**config.mk**
```make
export PLATFORM = sky130hd
export DESIGN_NAME = text_line_filter_core
export DESIGN_NICKNAME = d
export VERILOG_FILES = /design/src/sv/tlf_pkg.sv /design/src/sv/tlf_fifo.sv /design/src/sv/tlf_front.sv /design/src/sv/tlf_back.sv /design/src/sv/text_line_filter_core.sv
export SDC_FILE = /design/constraint.sdc
export NUM_CORES = 1
export LEC_CHECK = 0
export BUFFER_PORTS_ARGS = -buffer_cell sky130_fd_sc_hd__clkbuf_2
export CORE_ASPECT_RATIO = 1.4
export CORE_MARGIN = 4
export CORE_UTILIZATION = 45
export DETAILED_ROUTE_END_ITERATION = 7
export HOLD_SLACK_MARGIN = 0.06
export SLEW_MARGIN = 10
export SYNTH_ARGS = -nofsm -noshare
export SYNTH_HDL_FRONTEND = slang
export SYNTH_SLANG_ARGS = --single-unit
export TNS_END_PERCENT = 10
```
**constraint.sdc**
```tcl
create_clock -name clk -period 7.6 [get_ports clk]
set_clock_uncertainty 0.2 [all_clocks]
set_input_delay 0.38 -clock clk [delete_from_list [all_inputs] [get_ports clk]]
set_output_delay 0.38 -clock clk [all_outputs]
set_load 0.05 [all_outputs]
```
**src/sv/tlf_pkg.sv**
```systemverilog
// shared types, constants and codes of the text line filter
package tlf_pkg;

  localparam int NUMBER_DIGITS_DEF = 6;
  localparam int CFG_INDEX_W = 3;
  localparam int CFG_DATA_W = 8;

  // configuration register indexes
  localparam logic [CFG_INDEX_W-1:0] REG_NUMBER_MODE = 3'd0;
  localparam logic [CFG_INDEX_W-1:0] REG_SHOW_ENDS = 3'd1;
  localparam logic [CFG_INDEX_W-1:0] REG_SQUEEZE_BLANK = 3'd2;
  localparam logic [CFG_INDEX_W-1:0] REG_SHOW_TABS = 3'd3;
  localparam logic [CFG_INDEX_W-1:0] REG_SHOW_NONPRINTING = 3'd4;

  // prefix kinds ahead of the final character
  localparam logic [1:0] PRE_NONE = 2'd0;
  localparam logic [1:0] PRE_CARET = 2'd1;
  localparam logic [1:0] PRE_META = 2'd2;

  // byte values
  localparam logic [7:0] CH_TAB = 8'h09;
  localparam logic [7:0] CH_NL = 8'h0A;
  localparam logic [7:0] CH_VT = 8'h0B;
  localparam logic [7:0] CH_US = 8'h1F;
  localparam logic [7:0] CH_SPACE = 8'h20;
  localparam logic [7:0] CH_DOLLAR = 8'h24;
  localparam logic [7:0] CH_DASH = 8'h2D;
  localparam logic [7:0] CH_ZERO = 8'h30;
  localparam logic [7:0] CH_QMARK = 8'h3F;
  localparam logic [7:0] CH_I = 8'h49;
  localparam logic [7:0] CH_M = 8'h4D;
  localparam logic [7:0] CH_CARET = 8'h5E;
  localparam logic [7:0] CH_DEL = 8'h7F;
  localparam logic [7:0] CH_META_LO = 8'h80;
  localparam logic [7:0] CH_META_HI = 8'h9F;
  localparam logic [7:0] CH_OFFSET = 8'd64;

  typedef struct packed {
    logic [7:0] data_byte;
    logic       start_of_file;
  } in_item_t;

  typedef struct packed {
    logic [7:0] out_byte;
    logic       last;
  } out_item_t;

  // one classified byte, handed from front to back
  typedef struct packed {
    logic       has_num;
    logic       has_dollar;
    logic [1:0] pre;
    logic [7:0] ch;
  } job_t;

endpackage

```
**src/sv/tlf_fifo.sv**
```systemverilog
// two-entry queue between the front and back parts
module tlf_fifo #(
  parameter int WIDTH = 8
) (
  input  logic             clk,
  input  logic             rst,
  input  logic             push,
  input  logic [WIDTH-1:0] wr_data,
  output logic             full,
  input  logic             pop,
  output logic             head_valid,
  output logic [WIDTH-1:0] head
);

  logic [WIDTH-1:0] entry [2];
  logic             wr_ptr;
  logic             rd_ptr;
  logic [1:0]       count;

  assign full = (count == 2'd2);
  assign head_valid = (count != 2'd0);
  assign head = entry[rd_ptr];

  always_ff @(posedge clk) begin
    if (push) begin
      entry[wr_ptr] <= wr_data;
    end
  end

  always_ff @(posedge clk) begin
    if (rst) begin
      wr_ptr <= 1'b0;
      rd_ptr <= 1'b0;
      count <= 2'd0;
    end else begin
      if (push) begin
        wr_ptr <= ~wr_ptr;
      end
      if (pop) begin
        rd_ptr <= ~rd_ptr;
      end
      case ({push, pop})
        2'b10:   count <= count + 2'd1;
        2'b01:   count <= count - 2'd1;
        default: count <= count;
      endcase
    end
  end

`ifndef SYNTHESIS
  a_no_overflow: assert property (@(posedge clk) disable iff (rst) push |-> !full)
    else $error("queue written while full");
  a_no_underflow: assert property (@(posedge clk) disable iff (rst) pop |-> head_valid)
    else $error("queue read while empty");
`endif

endmodule

```
**src/sv/tlf_front.sv**
```systemverilog
// front part: configuration, line state and classification of each byte
module tlf_front #(
  parameter int NUMBER_DIGITS = tlf_pkg::NUMBER_DIGITS_DEF
) (
  input  logic                             clk,
  input  logic                             rst,
  input  logic                             item_valid,
  output logic                             item_stall,
  input  tlf_pkg::in_item_t                item,
  input  logic                             cfg_valid,
  output logic                             cfg_ready,
  input  logic [tlf_pkg::CFG_INDEX_W-1:0]  cfg_index,
  input  logic [tlf_pkg::CFG_DATA_W-1:0]   cfg_data,
  output logic                             push,
  output tlf_pkg::job_t                    push_job,
  output logic [4*NUMBER_DIGITS-1:0]       push_num,
  input  logic                             full
);
  import tlf_pkg::*;

  localparam int NUM_W = 4 * NUMBER_DIGITS;

  logic [1:0]       number_mode;
  logic             show_ends;
  logic             squeeze_blank;
  logic             show_tabs;
  logic             show_nonprinting;

  logic [NUM_W-1:0] line_number;
  logic             at_line_start;
  logic [1:0]       blank_run;

  logic [NUM_W-1:0] line_number_next;
  logic             at_line_start_next;
  logic [1:0]       blank_run_next;

  logic [NUM_W-1:0] eff_num;
  logic             eff_start;
  logic [1:0]       eff_blank;
  logic             nl;
  logic             drop;
  logic             do_num;
  logic             accept;
  logic [7:0]       b;

  // decimal increment, holds at all nines
  function automatic logic [NUM_W-1:0] bcd_inc(input logic [NUM_W-1:0] v);
    logic [NUM_W-1:0] r;
    logic             carry;
    logic [3:0]       d;
    r = v;
    carry = 1'b1;
    for (int i = 0; i < NUMBER_DIGITS; i++) begin
      d = v[4*i +: 4];
      if (carry) begin
        if (d >= 4'd9) begin
          r[4*i +: 4] = 4'd0;
        end else begin
          r[4*i +: 4] = d + 4'd1;
          carry = 1'b0;
        end
      end
    end
    return carry ? v : r;
  endfunction

  assign cfg_ready = 1'b1;
  assign item_stall = full;
  assign accept = item_valid && !item_stall;
  assign push = accept && !drop;
  assign push_num = line_number_next;

  always_comb begin
    b = item.data_byte;
    eff_num = item.start_of_file ? '0 : line_number;
    eff_start = item.start_of_file ? 1'b1 : at_line_start;
    eff_blank = item.start_of_file ? 2'd0 : blank_run;
    nl = (b == CH_NL);

    // squeeze repeated empty lines
    if (squeeze_blank && nl && eff_start) begin
      blank_run_next = (eff_blank == 2'd3) ? 2'd3 : eff_blank + 2'd1;
      drop = (blank_run_next > 2'd1);
    end else begin
      blank_run_next = 2'd0;
      drop = 1'b0;
    end

    do_num = eff_start && !drop && (number_mode[1] ? !nl : number_mode[0]);
    line_number_next = do_num ? bcd_inc(eff_num) : eff_num;
    at_line_start_next = drop ? eff_start : nl;

    push_job.has_num = do_num;
    push_job.has_dollar = show_ends && nl;
    push_job.pre = PRE_NONE;
    push_job.ch = b;
    if (show_tabs && b == CH_TAB) begin
      push_job.pre = PRE_CARET;
      push_job.ch = CH_I;
    end else if (show_nonprinting) begin
      if (b < CH_TAB || (b >= CH_VT && b <= CH_US)) begin
        push_job.pre = PRE_CARET;
        push_job.ch = b + CH_OFFSET;
      end else if (b == CH_DEL) begin
        push_job.pre = PRE_CARET;
        push_job.ch = CH_QMARK;
      end else if (b >= CH_META_LO && b <= CH_META_HI) begin
        push_job.pre = PRE_META;
        push_job.ch = b - CH_OFFSET;
      end
    end
  end

  always_ff @(posedge clk) begin
    if (rst) begin
      number_mode <= 2'd0;
      show_ends <= 1'b0;
      squeeze_blank <= 1'b0;
      show_tabs <= 1'b0;
      show_nonprinting <= 1'b0;
      line_number <= '0;
      at_line_start <= 1'b1;
      blank_run <= 2'd0;
    end else begin
      if (cfg_valid && cfg_ready) begin
        case (cfg_index)
          REG_NUMBER_MODE:      number_mode <= cfg_data[1:0];
          REG_SHOW_ENDS:        show_ends <= cfg_data[0];
          REG_SQUEEZE_BLANK:    squeeze_blank <= cfg_data[0];
          REG_SHOW_TABS:        show_tabs <= cfg_data[0];
          REG_SHOW_NONPRINTING: show_nonprinting <= cfg_data[0];
          default: ;
        endcase
      end
      if (accept) begin
        line_number <= line_number_next;
        at_line_start <= at_line_start_next;
        blank_run <= blank_run_next;
      end
    end
  end

`ifndef SYNTHESIS
  a_drop_keeps_line_start: assert property (@(posedge clk) disable iff (rst)
    accept && drop |=> at_line_start && line_number == $past(line_number))
    else $error("squeezed newline changed line state");
`endif

endmodule

```
**src/sv/tlf_back.sv**
```systemverilog
// back part: expands each queued job into output bytes through an output register
module tlf_back #(
  parameter int NUMBER_DIGITS = tlf_pkg::NUMBER_DIGITS_DEF
) (
  input  logic                       clk,
  input  logic                       rst,
  input  logic                       head_valid,
  input  tlf_pkg::job_t              head_job,
  input  logic [4*NUMBER_DIGITS-1:0] head_num,
  output logic                       pop,
  output logic                       result_valid,
  input  logic                       result_stall,
  output tlf_pkg::out_item_t         result
);
  import tlf_pkg::*;

  localparam int DIG_W = (NUMBER_DIGITS > 1) ? $clog2(NUMBER_DIGITS) : 1;
  localparam logic [DIG_W-1:0] TOP_DIG = DIG_W'(NUMBER_DIGITS - 1);

  localparam logic [2:0] PH_NUM = 3'd0;
  localparam logic [2:0] PH_TAB = 3'd1;
  localparam logic [2:0] PH_DOLLAR = 3'd2;
  localparam logic [2:0] PH_M = 3'd3;
  localparam logic [2:0] PH_DASH = 3'd4;
  localparam logic [2:0] PH_CARET = 3'd5;
  localparam logic [2:0] PH_CHAR = 3'd6;

  logic             busy;
  logic [2:0]       phase;
  logic [DIG_W-1:0] dig;
  logic             lead;

  logic [2:0]       phase_next;
  logic [DIG_W-1:0] dig_next;
  logic             lead_next;
  logic [2:0]       cur_phase;
  logic [DIG_W-1:0] cur_dig;
  logic             cur_lead;
  logic [2:0]       pre_start;
  logic [3:0]       d;
  logic [7:0]       byte_out;
  logic             advance;
  logic             step;

  assign advance = !result_valid || !result_stall;
  assign step = head_valid && advance;
  assign pop = step && (cur_phase == PH_CHAR);

  always_comb begin
    case (head_job.pre)
      PRE_CARET: pre_start = PH_CARET;
      PRE_META:  pre_start = PH_M;
      default:   pre_start = PH_CHAR;
    endcase

    if (busy) begin
      cur_phase = phase;
      cur_dig = dig;
      cur_lead = lead;
    end else begin
      cur_phase = head_job.has_num ? PH_NUM : (head_job.has_dollar ? PH_DOLLAR : pre_start);
      cur_dig = TOP_DIG;
      cur_lead = 1'b1;
    end

    d = head_num[{cur_dig, 2'b00} +: 4];
    dig_next = cur_dig;
    lead_next = cur_lead;
    byte_out = head_job.ch;
    phase_next = PH_CHAR;

    case (cur_phase)
      PH_NUM: begin
        // leading zeros shown as spaces, the units digit always shown
        if (cur_lead && d == 4'd0 && cur_dig != '0) begin
          byte_out = CH_SPACE;
        end else begin
          byte_out = CH_ZERO + {4'd0, d};
          lead_next = 1'b0;
        end
        if (cur_dig == '0) begin
          phase_next = PH_TAB;
        end else begin
          phase_next = PH_NUM;
          dig_next = cur_dig - DIG_W'(1);
        end
      end
      PH_TAB: begin
        byte_out = CH_TAB;
        phase_next = head_job.has_dollar ? PH_DOLLAR : pre_start;
      end
      PH_DOLLAR: begin
        byte_out = CH_DOLLAR;
        phase_next = pre_start;
      end
      PH_M: begin
        byte_out = CH_M;
        phase_next = PH_DASH;
      end
      PH_DASH: begin
        byte_out = CH_DASH;
        phase_next = PH_CARET;
      end
      PH_CARET: begin
        byte_out = CH_CARET;
        phase_next = PH_CHAR;
      end
      default: begin
        byte_out = head_job.ch;
        phase_next = PH_CHAR;
      end
    endcase
  end

  always_ff @(posedge clk) begin
    if (step) begin
      result.out_byte <= byte_out;
      result.last <= (cur_phase == PH_CHAR);
      phase <= phase_next;
      dig <= dig_next;
      lead <= lead_next;
    end
  end

  always_ff @(posedge clk) begin
    if (rst) begin
      busy <= 1'b0;
      result_valid <= 1'b0;
    end else begin
      if (advance) begin
        result_valid <= head_valid;
      end
      if (step) begin
        busy <= (cur_phase != PH_CHAR);
      end
    end
  end

`ifndef SYNTHESIS
  a_busy_has_job: assert property (@(posedge clk) disable iff (rst) busy |-> head_valid)
    else $error("expansion in progress without a queued job");
`endif

endmodule

```
**src/sv/text_line_filter_core.sv**
```systemverilog
// an accepted input transaction passes through the queue, then the back part's output register, to the result
// throughput: one output byte per cycle while a job is queued and result_stall is low; an item renders
// 1 byte for a plain byte and up to NUMBER_DIGITS+5 bytes, through the back part's single byte output
// a two-entry queue lets input transactions continue while a longer rendering drains
// reset (synchronous): configuration registers zero, line count zero, at line start, queue empty
module text_line_filter_core #(
  parameter int NUMBER_DIGITS = tlf_pkg::NUMBER_DIGITS_DEF
) (
  input  logic                            clk,
  input  logic                            rst,
  input  logic                            item_valid,
  output logic                            item_stall,
  input  tlf_pkg::in_item_t               item,
  output logic                            result_valid,
  input  logic                            result_stall,
  output tlf_pkg::out_item_t              result,
  input  logic                            cfg_valid,
  output logic                            cfg_ready,
  input  logic [tlf_pkg::CFG_INDEX_W-1:0] cfg_index,
  input  logic [tlf_pkg::CFG_DATA_W-1:0]  cfg_data
);
  import tlf_pkg::*;

  localparam int NUM_W = 4 * NUMBER_DIGITS;
  localparam int Q_W = NUM_W + $bits(job_t);

  logic             push;
  job_t             push_job;
  logic [NUM_W-1:0] push_num;
  logic             full;
  logic             pop;
  logic             head_valid;
  logic [Q_W-1:0]   head;
  job_t             head_job;
  logic [NUM_W-1:0] head_num;

  assign head_job = head[$bits(job_t)-1:0];
  assign head_num = head[Q_W-1:$bits(job_t)];

  tlf_front #(.NUMBER_DIGITS(NUMBER_DIGITS)) u_front (
    .clk        (clk),
    .rst        (rst),
    .item_valid (item_valid),
    .item_stall (item_stall),
    .item       (item),
    .cfg_valid  (cfg_valid),
    .cfg_ready  (cfg_ready),
    .cfg_index  (cfg_index),
    .cfg_data   (cfg_data),
    .push       (push),
    .push_job   (push_job),
    .push_num   (push_num),
    .full       (full)
  );

  tlf_fifo #(.WIDTH(Q_W)) u_fifo (
    .clk        (clk),
    .rst        (rst),
    .push       (push),
    .wr_data    ({push_num, push_job}),
    .full       (full),
    .pop        (pop),
    .head_valid (head_valid),
    .head       (head)
  );

  tlf_back #(.NUMBER_DIGITS(NUMBER_DIGITS)) u_back (
    .clk          (clk),
    .rst          (rst),
    .head_valid   (head_valid),
    .head_job     (head_job),
    .head_num     (head_num),
    .pop          (pop),
    .result_valid (result_valid),
    .result_stall (result_stall),
    .result       (result)
  );

endmodule
```
# Word level (Yosys, flattened, before mapping)
# Memories as Yosys holds them, arrays and structs flattened. A register that Yosys moved wholly into a read port is not among the register bits.
# Cells that the tools add are included.
dict set report classes {
  add_sub_neg 13
  mul 0
  div_mod_pow 0
  magnitude_cmp 12
  eq_ne 20
  shift 1
  muxes 56
  n_bitwise 2
  reduce_logical 33
}
# operator count
set ops {}
lappend ops {{24-bit 2-to-1 mux} 3}
lappend ops {{10-bit 2-to-1 mux} 5}
lappend ops {{8-bit case mux with 6 select lines} 1}
lappend ops {{4-bit 2-to-1 mux} 11}
lappend ops {{4-bit by 1-bit adder with 4-bit output, second input constant} 6}
lappend ops {{4-bit greater-or-equal comparator, second input constant} 6}
lappend ops {{24-bit by 6-bit variable part select with 4-bit output} 1}
lappend ops {{1-bit 2-to-1 mux} 23}
lappend ops {{3-bit 2-to-1 mux} 6}
lappend ops {{8-bit by 4-bit == test with 1-bit output, second input constant} 2}
lappend ops {{3-bit case mux with 5 select lines} 1}
lappend ops {{1-bit logical AND} 14}
lappend ops {{3-bit by 2-bit == test with 1-bit output, second input constant} 4}
lappend ops {{3-bit == test, second input constant} 4}
lappend ops {{2-bit AND reduction} 5}
lappend ops {{3-bit logical NOT} 3}
lappend ops {{8-bit by 7-bit adder with 8-bit output, second input constant} 1}
lappend ops {{2-bit == test, second input constant} 4}
lappend ops {{8-bit by 7-bit == test with 1-bit output, second input constant} 1}
lappend ops {{8-bit by 4-bit greater-or-equal comparator with 1-bit output, second input constant} 1}
lappend ops {{8-bit greater-or-equal comparator, second input constant} 1}
lappend ops {{8-bit by 5-bit <= comparator with 1-bit output, second input constant} 1}
lappend ops {{8-bit <= comparator, second input constant} 1}
lappend ops {{8-bit by 4-bit less-than comparator with 1-bit output, second input constant} 1}
lappend ops {{other kinds (19)} 31}
dict set report word_totals {
  reg_bits 55
  latchBits 0
  mem_bits_rw 72
  rom_bits 0
  in_bits 25
  out_inout_bits 12
  elab_cells 156
  mem_count 1
}
# memory depth width read_ports rd_clocked_by_memory_dff wr line
set memory_table {}
lappend memory_table {u_fifo.entry 2 36 1 1 1 tlf_fifo.sv:15} ;# logic [WIDTH-1:0] entry [2];

# Depth between registers and ports, before layout
dict set report depth {
  word_depth 10
  ltp_mapped 14
  mapped_depth_nobuf 11
}

# Cells and area by module
# A second synthesis with hierarchy kept.
dict set report hier_totals {
  hier_cells 631
  hier_area_um2 6809.0
}
# mod n_inst cells_each area_per_inst_um2 seq_area_each_um2
set modules_own_cells {}
lappend modules_own_cells {tlf_fifo 1 134 2797.7 2262.2}
lappend modules_own_cells {tlf_front 1 367 2742.6 660.6}
lappend modules_own_cells {tlf_back 1 130 1268.7 520.5}

# Least setup slack after synthesis
# Ideal clock, no wire load.
dict set report synth_path {
  path_type {flip-flop to flip-flop}
  start {register with a tool-made name}
  end {register u_fifo.count[1]}
  setup_time_ps 70
  arrival_ps 3106
  required_time_ps 7330
  slack_ps 4224
  stages_incl_launch_ff 14
  n_path_buf 3
  synth_period_minus_slack_ps 3376
  cell_sequence {dfxtp_1 buf_6 buf_2 buf_2 mux2i_1 inv_1 ha_1 a211oi_1 a21oi_2 nor2_1 and3_1 ha_1 or3_1 a21oi_1}
}
# item line
set synth_rtl {}
lappend synth_rtl {{end signal: assignment} tlf_fifo.sv:43} ;# 2'b10: count <= count + 2'd1;
lappend synth_rtl {{end signal: assignment} tlf_fifo.sv:44} ;# 2'b01: count <= count - 2'd1;
lappend synth_rtl {{end signal: assignment} tlf_fifo.sv:45} ;# default: count <= count;
lappend synth_rtl {{end: declaration} tlf_fifo.sv:18} ;# logic [1:0] count;

==> impl_results.md <==
* Status: finished, final reports clean
* Synth warn at 0
* Initial drt markers at 258
* Hold EP: u_fifo.entry[1][1]
* Yosys top cell area share at 0.394
* Clock latency on the worst-skew pair at 0.41 ns
* Asr flop ratio synth at 0
* Max clock buf depth at 2
* Post-CTS Setup Bufs at 0
* Req. time, crit path at 7.73 ns
* Worst r2r dst: u_fifo.count[1]
* Leading area contributor after synthesis: edfxtp_1
* GP Congestion at 0.852
* CP Capture Type: register
* CTS tree: yes
* LEAKAGE at 0.00277 uW
* Reg2Reg Setup Slack at 4.04 ns
* CTS Buf Count at 17
* Die width at 111 microns
* Full die area at 16900 sq um
* Worst VDD drop at 0.000180 V
* Sw Ratio at 0.337
* Final instance area at 7620 sq um
* GRT Total Usage at 0.167
* Final Setup Violations at 0
* Combinational share of power at 0.266
* Max Clk Rate at 281 MHz
* Min-delay src: item[2]
* Final period util at 0.468
* HP Class: primary input to register
* Top FF cell, synth: edfxtp_1
* Placed Cells incl. Taps at 822
* H-tree levels at 4
* CP Launch Type: register
* Seq/Total Area, Yosys at 0.514
* Clock group share of total power at 0.332
* Largest net degree at the start of global routing at 43
* Most frequent cells after synthesis: edfxtp_1 (88), nor2_1 (68), nand2_1 (54), dfxtp_1 (40), mux2i_1 (36)
* Tot Pwr at 2350 uW
* Synth Area per Inst at 10.6 sq um
* Placed wire-length estimate at 9.78 mm
* Kind of critical path: register to register
* Syn Nets at 682
* RSZ-0062 raised after global routing: no
* PortBufs at 29
* Row Count at 52
* Drt drc at 0
* Final Max Slew Viols at 0
* Ant diodes at 0
* R2R depth at 11
* Max FO, Critical Path at 38
* Area Overhead vs Synth at 13.7%
* P per Cell Area at 309 nW/um^2
* Worst-path clk slew at 0.06 ns
* Worst slew pin tran at 1.12 ns
* Finished Layout Cells at 861
* First-pass GRT wire length at 22.9 mm
* Routed len/inst at 16.2 microns
* Initial antenna violation count at 0
* Count of different cell masters after synthesis at 68
* Initial Util at 0.462
* WP data arrival at 3.68 ns
* Mapped Cells at 630
* Via density at 5.53
* Post-CTS Resized at 0
* Mapped Area at 6700 sq um
* Worst slew margin at 0.257
* Core box area at 14500 sq um
* Final TNS setup at 0 ns
* I/O pin total at 37
* Placed Area at 6980 sq um
* Final global-route overflow total at 0
* Number of max-cap violations at 0
* Fill count at 1276
* Sequential share of power at 0.402
* Yosys reg bits at 128
* Die H at 152 microns
* Via count at 4761
* Fin nets at 711
* Worst hold path cell count at 1
* Crit path time final at 3.56 ns
* 1st-pass router iterations at 5
* Antenna Nets Post-Route at 0
* CTS Sinks at 128
* Vias in the first global route at 4728
* Layout cell share with drive strength beyond 1 at 0.137
* Internal power at 1560 uW
* Most common cell in the netlist: edfxtp_1
* Final hold violations at 0
* Synth top area cells: edfxtp_1 (39%), dfxtp_1 (12%), mux2i_1 (5.4%)
* Final Routed Wirelength at 13.9 mm
* Switching pwr at 793 uW
* Post-synth EDFFs at 88
* Root Buffer: clkbuf_16
-- critical path, cell delays in order (launching register included) --
cell,delay [ns]
dfxtp_2,0.31
buf_4,0.49
mux2i_1,0.38
inv_1,0.08
ha_1,0.23
a211oi_1,0.33
a21oi_2,0.14
nor2_1,0.20
and3_1,0.29
ha_1,0.30
or3_1,0.37
a21oi_1,0.14
-- sequential cells by signal, summed over array words and instances, names as in the netlist, named ones only --
| register | cells |
|---|---|
| u_back.busy | 1 |
| u_back.dig | 3 |
| u_back.lead | 1 |
| u_back.phase | 3 |
| u_back.result | 9 |
| u_back.result_valid | 1 |
| u_fifo.count | 2 |
| u_fifo.entry | 72 |
| u_fifo.rd_ptr | 1 |
| u_fifo.wr_ptr | 1 |
| u_front.at_line_start | 1 |
| u_front.blank_run | 2 |
| u_front.line_number | 24 |
| u_front.number_mode | 2 |
| u_front.show_ends | 1 |
| u_front.show_nonprinting | 1 |
| u_front.show_tabs | 1 |
| u_front.squeeze_blank | 1 |
-- layout by cell type, fill, tap and decap left out, drive strengths merged, types with 5 or more instances in the layout --
| master | count |
|---|---|
| nand2b | 12 |
| mux4 | 8 |
| a21oi | 36 |
| clkinv | 5 |
| a211oi | 6 |
| nand4 | 6 |
| nor2 | 70 |
| ha | 27 |
| nor3 | 13 |
| nor2b | 11 |
| and3 | 9 |
| edfxtp | 88 |
| dfxtp | 40 |
| xnor2 | 6 |
| dlygate4sd3 | 7 |
| clkbuf | 46 |
| nand2 | 55 |
| nand3 | 21 |
| inv | 36 |
| or3 | 5 |
| o21ai | 40 |
| mux2i | 36 |
| a31oi | 9 |
| a21o | 9 |
-- cell families after synthesis --
family / count (synthesis) / share of synthesized area
DFF: 128 / 0.514
other: 1 / 0.000559
and+or+nand+nor: 220 / 0.162
adders and majority gates: 27 / 0.0504
xor gates and xnor gates: 8 / 0.0105
AOI/OAI and AO/OA: 140 / 0.138
buffers and inverters: 59 / 0.0390
muxes: 47 / 0.0857
-- how the worst max path moves through the flow --
stage | slack [ns] | end | startpoint | depth (start not counted)
after CTS | 3.96 | u_fifo.count[1] | register | 11
final | 4.04 | u_fifo.count[1] | register | 11
after detailed placement | 3.75 | u_fifo.entry[1][34] | item[0] | 11
after global routing | 3.78 | u_fifo.count[1] | register | 11
after floorplan | 4.22 | u_fifo.count[1] | register | 13
after global placement | 3.79 | u_fifo.entry[0][34] | item[0] | 11
-- layer usage --
layer / GRT usage / part of all wire / up-vias
li1: - / - / 2375
met1: 0.197 / 0.43 / 2293
met2: 0.298 / 0.52 / 71
met3: 0.0282 / 0.030 / 22
met4: 0.0696 / 0.020 / 0
met5: 0 / 0 / -
-- power groups by stage --
stage	Sequential [uW]	Combinational [uW]	Clock [uW]
finish	947	626	781
global route	961	684	830
floorplan	1040	398	0
detailed placement	962	622	0
global placement	958	614	0
CTS	948	628	796
-- final cells by class --
cell class | count | area, sq um | share of cell area
inverter | 31 | 116 | 0.0153
multi-input combinational | 443 | 3020 | 0.396
clock buffer | 17 | 425 | 0.0558
timing repair buffer | 38 | 230 | 0.0302
clock inverter | 15 | 153 | 0.0200
tap | 189 | 236 | 0.0310
sequential | 128 | 3440 | 0.452
-- repair_timing --
item,4_1_cts,5_1_grt
hold buffers,7,0
setup endpoints to repair,0,0
hold endpoints to repair,11,0
-- per-stage QoR --
step | hold slack (ns) | utilization | worst slack (ns)
2_1_floorplan | 0.227 | - | 4.22
3_3_place_gp | 0.238 | 0.481 | 3.79
3_5_place_dp | 0.252 | 0.481 | 3.75
4_1_cts | 0.0671 | 0.525 | 3.96
5_1_grt | 0.0763 | 0.525 | 3.78
6_report | 0.0764 | 0.525 | 4.04
No activity file was read; power rests on OpenSTA's default activity.
